### src/hw/rtl/ecg_gf_pkg.sv
// Shared constants, types and a helper function for the ECG gain and FIR filter.
`timescale 1ns / 1ps

package ecg_gf_pkg;

  // Filter geometry and widths
  localparam int TAP_COUNT  = 17;
  localparam int SAMPLE_W   = 16;
  localparam int COEF_W     = 13;
  localparam int GAIN_W     = 7;
  localparam int PROD_W     = SAMPLE_W + GAIN_W + 1;  // raw x gain, signed
  localparam int MAG_W      = 22;                     // |raw x gain| < 2^22
  localparam int RECIP_W    = 23;
  localparam int RECIP_SH   = 29;
  localparam int ACC_W      = 31;                     // |sum| < 2^30
  localparam int FILT_SH    = 15;
  localparam int DC_W       = 23;

  // Reciprocal of 100 scaled by 2^29, rounded up; exact for magnitudes below 2^22
  localparam logic [RECIP_W-1:0] RECIP_100 = RECIP_W'(5368710);

  // Lead select codes
  typedef enum logic [1:0] {
    LEAD_I   = 2'd0,
    LEAD_II  = 2'd1,
    LEAD_III = 2'd2,
    LEAD_NONE = 2'd3
  } lead_t;

  localparam lead_t LEAD_RESET = LEAD_II;

  // Symmetric low-pass taps; the newest sample meets tap 0
  typedef logic signed [COEF_W-1:0] coef_t;
  localparam coef_t FIR_COEF [TAP_COUNT] = '{
    -13'sd134, -13'sd220, -13'sd298, -13'sd222, 13'sd187, 13'sd1043, 13'sd2201, 13'sd3204,
    13'sd3585,
    13'sd3204, 13'sd2201, 13'sd1043, 13'sd187, -13'sd222, -13'sd298, -13'sd220, -13'sd134
  };

  // Load enables for the two gain stages
  typedef struct packed {
    logic load_mul;
    logic load_div;
  } gain_ctl_t;

  // Per-lead gain in percent; an unused code passes the sample through
  function automatic logic [GAIN_W-1:0] lead_gain(input lead_t sel);
    logic [GAIN_W-1:0] g;
    case (sel)
      LEAD_I:   g = GAIN_W'(90);
      LEAD_III: g = GAIN_W'(85);
      default:  g = GAIN_W'(100);
    endcase
    return g;
  endfunction

endpackage

### src/hw/rtl/ecg_gf_gain.sv
// Two-stage lead gain: multiply by gain, then divide by 100 toward zero.
`timescale 1ns / 1ps

module ecg_gf_gain
  import ecg_gf_pkg::*;
(
  input  logic                       clk,
  input  gain_ctl_t                  ctl,
  input  lead_t                      lead,
  input  logic signed [SAMPLE_W-1:0] raw_in,
  output logic signed [SAMPLE_W-1:0] gained
);

  logic signed [PROD_W-1:0]          prod;
  logic        [MAG_W-1:0]           mag;
  logic        [MAG_W+RECIP_W-1:0]   scaled;
  logic        [SAMPLE_W:0]          quot;
  logic signed [SAMPLE_W:0]          quot_s;

  // Stage one: raw sample times gain
  always_ff @(posedge clk) begin
    if (ctl.load_mul) begin
      prod <= PROD_W'(raw_in) * PROD_W'($signed({1'b0, lead_gain(lead)}));
    end
  end

  // Stage two: divide magnitude by 100 via reciprocal, restore the sign
  always_comb begin
    mag    = prod[PROD_W-1] ? MAG_W'(-prod) : MAG_W'(prod);
    scaled = mag * RECIP_100;
    quot   = (SAMPLE_W+1)'(scaled >> RECIP_SH);
    quot_s = prod[PROD_W-1] ? -$signed(quot) : $signed(quot);
  end

  always_ff @(posedge clk) begin
    if (ctl.load_div) begin
      gained <= quot_s[SAMPLE_W-1:0];
    end
  end

endmodule

### src/hw/rtl/ecg_gf_cell.sv
// One tap cell of the transposed FIR chain: partial sum plus tap product.
`timescale 1ns / 1ps

module ecg_gf_cell
  import ecg_gf_pkg::*;
(
  input  logic                       clk,
  input  logic                       rst,
  input  logic                       en,
  input  coef_t                      coef,
  input  logic signed [SAMPLE_W-1:0] x,
  input  logic signed [ACC_W-1:0]    sum_in,
  output logic signed [ACC_W-1:0]    sum_out
);

  logic signed [SAMPLE_W+COEF_W-1:0] tap_prod;
  logic signed [ACC_W-1:0]           sum_next;

  // Tap product added to the sum handed on by the older neighbour
  always_comb begin
    tap_prod = x * coef;
    sum_next = sum_in + ACC_W'(tap_prod);
  end

  always_ff @(posedge clk) begin
    if (rst) begin
      sum_out <= '0;
    end else if (en) begin
      sum_out <= sum_next;
    end
  end

endmodule

### src/hw/rtl/ecg_gain_fir_filter.sv
// Top level: ECG lead gain, 17-tap low-pass FIR chain and DC baseline tracker.
//
//  Channel | Signals                                      | Direction
//  --------+----------------------------------------------+----------
//  input   | in_valid, in_ready, ecg_sample               | in
//  output  | out_valid, out_ready, filtered_sample, base- | out
//          | line                                         |
//  config  | cfg_wr_en, cfg_wr_data (lead select)         | in
//
// One beat per cycle sustained while out_ready holds high; each input beat passes
// through the gain multiply, the divide-by-100 reciprocal stage and the tap chain.
// Synchronous reset clears the tap chain (an all-zero history), the baseline
// and the pipeline valids; lead select resets to lead II.
// Each stage moves when the one after it is empty or moving, so a held
// result stalls upstream only once every stage is occupied.
`timescale 1ns / 1ps

module ecg_gain_fir_filter
  import ecg_gf_pkg::*;
(
  input  logic                       clk,
  input  logic                       rst,
  input  logic                       in_valid,
  output logic                       in_ready,
  input  logic signed [SAMPLE_W-1:0] ecg_sample,
  output logic                       out_valid,
  input  logic                       out_ready,
  output logic signed [SAMPLE_W-1:0] filtered_sample,
  output logic signed [SAMPLE_W-1:0] baseline,
  input  logic                       cfg_wr_en,
  input  logic [1:0]                 cfg_wr_data
);

  lead_t                      lead;
  logic                       v_mul, v_div, v_out;
  logic                       rdy_mul, rdy_div, rdy_out;
  logic                       load_chain;
  gain_ctl_t                  gctl;
  logic signed [SAMPLE_W-1:0] gained;
  logic signed [ACC_W-1:0]    sums [TAP_COUNT+1];
  logic signed [DC_W-1:0]     dc_sum;
  logic signed [DC_W-1:0]     dc_adj;
  logic signed [SAMPLE_W-1:0] baseline_next;

  // Lead select register
  always_ff @(posedge clk) begin
    if (rst) begin
      lead <= LEAD_RESET;
    end else if (cfg_wr_en) begin
      lead <= lead_t'(cfg_wr_data);
    end
  end

  // Stage handshake: a stage may load when empty or when its beat moves on
  always_comb begin
    rdy_out    = !v_out || out_ready;
    rdy_div    = !v_div || rdy_out;
    rdy_mul    = !v_mul || rdy_div;
    in_ready   = rdy_mul;
    gctl.load_mul = in_valid && rdy_mul;
    gctl.load_div = v_mul && rdy_div;
    load_chain = v_div && rdy_out;
    out_valid  = v_out;
  end

  always_ff @(posedge clk) begin
    if (rst) begin
      v_mul <= 1'b0;
      v_div <= 1'b0;
      v_out <= 1'b0;
    end else begin
      if (rdy_mul) v_mul <= in_valid;
      if (rdy_div) v_div <= v_mul;
      if (rdy_out) v_out <= v_div;
    end
  end

  // Gain stages
  ecg_gf_gain u_gain (
    .clk    (clk),
    .ctl    (gctl),
    .lead   (lead),
    .raw_in (ecg_sample),
    .gained (gained)
  );

  // Transposed tap chain; cell 0 holds the finished sum
  assign sums[TAP_COUNT] = '0;

  for (genvar k = 0; k < TAP_COUNT; k++) begin : g_tap
    ecg_gf_cell u_cell (
      .clk     (clk),
      .rst     (rst),
      .en      (load_chain),
      .coef    (FIR_COEF[k]),
      .x       (gained),
      .sum_in  (sums[k+1]),
      .sum_out (sums[k])
    );
  end

  // Floor shift by 15
  assign filtered_sample = sums[0][ACC_W-1:FILT_SH];

  // Baseline: (b*63 + g)/64, truncated toward zero
  always_comb begin
    dc_sum = (DC_W'(baseline) <<< 6) - DC_W'(baseline) + DC_W'(gained);
    dc_adj = dc_sum[DC_W-1] ? dc_sum + DC_W'(63) : dc_sum;
    baseline_next = SAMPLE_W'(dc_adj >>> 6);
  end

  always_ff @(posedge clk) begin
    if (rst) begin
      baseline <= '0;
    end else if (load_chain) begin
      baseline <= baseline_next;
    end
  end

endmodule
### config.mk
export PLATFORM = sky130hd
export DESIGN_NAME = ecg_gain_fir_filter
export DESIGN_NICKNAME = d
export VERILOG_FILES = /design/src/hw/rtl/ecg_gf_pkg.sv /design/src/hw/rtl/ecg_gf_gain.sv /design/src/hw/rtl/ecg_gf_cell.sv /design/src/hw/rtl/ecg_gain_fir_filter.sv
export SDC_FILE = /design/constraint.sdc
export NUM_CORES = 2
export LEC_CHECK = 0
export BUFFER_PORTS_ARGS = -buffer_cell sky130_fd_sc_hd__clkbuf_2
export CAP_MARGIN = 40
export CORE_ASPECT_RATIO = 1.5
export CORE_MARGIN = 5
export CORE_UTILIZATION = 50
export CTS_CLUSTER_DIAMETER = 200
export DETAILED_ROUTE_END_ITERATION = 6
export PLACE_DENSITY = 0.66
export SYNTH_ARGS = -nofsm -noshare
export SYNTH_HDL_FRONTEND = slang
export SYNTH_SLANG_ARGS = --single-unit
export TNS_END_PERCENT = 100
### constraint.sdc
create_clock -name clk -period 13.8 [get_ports clk]
set_clock_uncertainty 0.05 [all_clocks]
set_input_delay 0.69 -clock clk [delete_from_list [all_inputs] [get_ports clk]]
set_output_delay 0.69 -clock clk [all_outputs]
set_load 0.1 [all_outputs]
==> reports/qor.txt <==
Avg Cell Area, Syn -> 8.327 um^2
Placed inst area -> 76230 um^2
Hold Path Depth -> 3
Die Width -> 322.8 um
Post-CTS Resized -> 0
Leading area contributor after synthesis -> ha_1
Number of enable flip-flop cells after synthesis -> 39
# port buffers -> 56
Syn. warnings -> 0
Crit path max fanout -> 8
Most common cell in the netlist -> inv_1
First-pass GRT wire length -> 353400 um
TritonCTS clock tree -> built
Setup violators final -> 0
Worst hold path class -> input pin to flop
Register Area -> 11440 um^2
CTS root buf -> clkbuf_16
GPL Wtd Cong -> 0.9546
Hold Crit Start -> cfg_wr_data[0]
Num CTS Buffers -> 67
Crit-path max cell delay -> 0.56 ns
Bufs on Longest Clock Path -> 3
Initial Utilization -> 0.5022
Area of the core -> 146100 um^2
Total Wirelength -> 230200 um
Setup_tns -> 0 ns
Worst-path clk slew -> 0.07 ns
Final nets -> 10730
Dpl hpwl -> 187500 um
Fin. max-slew vios -> 0
WL per Instance -> 21.29 um
Clock Latency Late Sink -> 0.68 ns
Detailed Routing Iterations Pass 1 -> 6
Share of the synthesized area in the top cell type -> 0.2145
Grt total ovfl -> 0
Unrepaired setup endpoints after global routing -> no
RR Startpoint -> u_gain.prod[0]
Drt drc -> 0
I/O Pins -> 57
Starting DRT DRC Count -> 3453
Vias -> 61530
CTS sink count -> 552
Post-synth top cells -> inv_1, ha_1, nand2_1, a21oi_1, fa_1
Startpoint Class -> flop
Post-synthesis sequential area ratio -> 0.1559
Mapped cell area -> 73390 um^2
Rows -> 172
Vias in the first global route -> 63470
Critical-path top delay cell -> edfxtp_1
Period minus WS final -> 10.58 ns
Mapped Cells -> 8813
WP data required -> 14.14 ns
Vias/cell -> 5.691
Max Freq -> 94.50 MHz
Slew HR -> 0.3313
Fill cells -> 13730
Full die area -> 154700 um^2
Initial antenna violation count -> 4
Seq cells post-synth -> 552
Ratio of cells with drive above 1 in the final layout -> 0.03766
Finished Cell Area -> 78500 um^2
Critical path type -> flop to flop
Largest net degree at the start of global routing -> 78
Crit. End Element -> flop
MaxCap Viol Count -> 0
Run status -> finished clean
Count of cell types in the netlist -> 96
Worst Setup SP -> u_gain.prod[0]
Fin. Hold Viols -> 0
Ys flop type -> dfxtp_1
CP Data Arrival Time -> 10.92 ns
Hold_buf cts -> 0
Worst R2R Path Depth -> 33
Fin crit share -> 0.7668
Async S/R FF share, synth -> 0
Actual slew at the worst max-slew pin -> 1.001 ns
Die Ht -> 479.2 um
Area contributors post-synth -> ha_1, fa_1, dfxtp_1
P&R area growth vs syn -> 6.963%
Post-route ant nets -> 0
Post-CTS Setup Inserts -> 0
Area of the multi-input gates -> 56000 um^2
CTS H-tree depth -> 3
Gr usage total -> 0.2930
==> state kept, by name, indices dropped and copies added (netlist names) <==
signal	count
baseline	16
g_tap.u_cell.sum_out	492
v_div	1
v_mul	1
u_gain.gained	16
lead	2
u_gain.prod	23
out_valid	1
==> worst max-delay path, delay by kind of cell (launching register included) <==
family | cells | cell delay [ns]
xor+xnor | 2 | 0.60
simple gates | 10 | 2.85
buf+inv | 6 | 0.78
compound gates | 7 | 1.57
fa+ha+maj | 8 | 3.83
flops | 1 | 0.56
==> per-layer routing <==
| metal | routed length [um] | global-route usage | up-vias |
|---|---|---|---|
| met2 | 117900 | 0.5420 | 1560 |
| li1 | - | - | 29700 |
| met5 | 13 | 0 | - |
| met4 | 18660 | 0.1926 | 2 |
| met3 | 9351 | 0.02874 | 661 |
| met1 | 84210 | 0.3151 | 29610 |
==> worst paths after layout <==
path / slack (ns) / end
max: 3.22 / u_gain.gained[13]
min: 0.21 / lead[0]
max reg2reg: 3.22 / u_gain.gained[13]
min reg2reg: 0.40 / g_tap[9].u_cell.sum_out[25]
==> cell usage in the layout, fill, tap and decap left out, types with 95 or more instances in the layout <==
master	count
dfxtp_1	513
a21oi_1	761
xor2_1	208
nor3_1	141
nor2_1	482
fa_1	604
nor2b_1	111
o21a_1	95
inv_1	1399
xnor2_1	419
nand3_1	123
nand2_1	893
a21o_1	240
ha_1	1258
o21ai_0	329
==> kinds of logic after synthesis <==
group	count (synthesis)	share of synthesized area
and+or+nand+nor	2163	0.1347
adders and majority gates	1862	0.3792
muxes	20	0.002779
buffers and inverters	1592	0.08182
other	2	0.0001023
AOI/OAI and AO/OA	1993	0.1700
DFF	552	0.1559
xor gates and xnor gates	629	0.07544
==> area by class of cell <==
class	instances	area share
multi-input combinational	6670	0.7134
sequential	552	0.1457
inverter	1401	0.06701
tap	1914	0.03051
clock buffer	86	0.02316
timing repair buffer	153	0.01442
clock inverter	34	0.005706
antenna	2	0.00006376
==> metrics by stage <==
stage | util | hold slack (ns) | std cells | setup slack [ns]
2_1_floorplan | - | 0.3750 | 8814 | 4.314
3_3_place_gp | 0.5198 | 0.3840 | 10670 | 3.165
3_5_place_dp | 0.5217 | 0.3923 | 10690 | 3.231
4_1_cts | 0.5372 | 0.1774 | 10810 | 3.174
5_1_grt | 0.5372 | 0.2316 | 10810 | 2.504
6_report | 0.5372 | 0.2090 | 10810 | 3.219
Power is left out: the tool's default activity adds up to more than one toggle a clock period on the data nets, which glitch-free logic cannot reach.
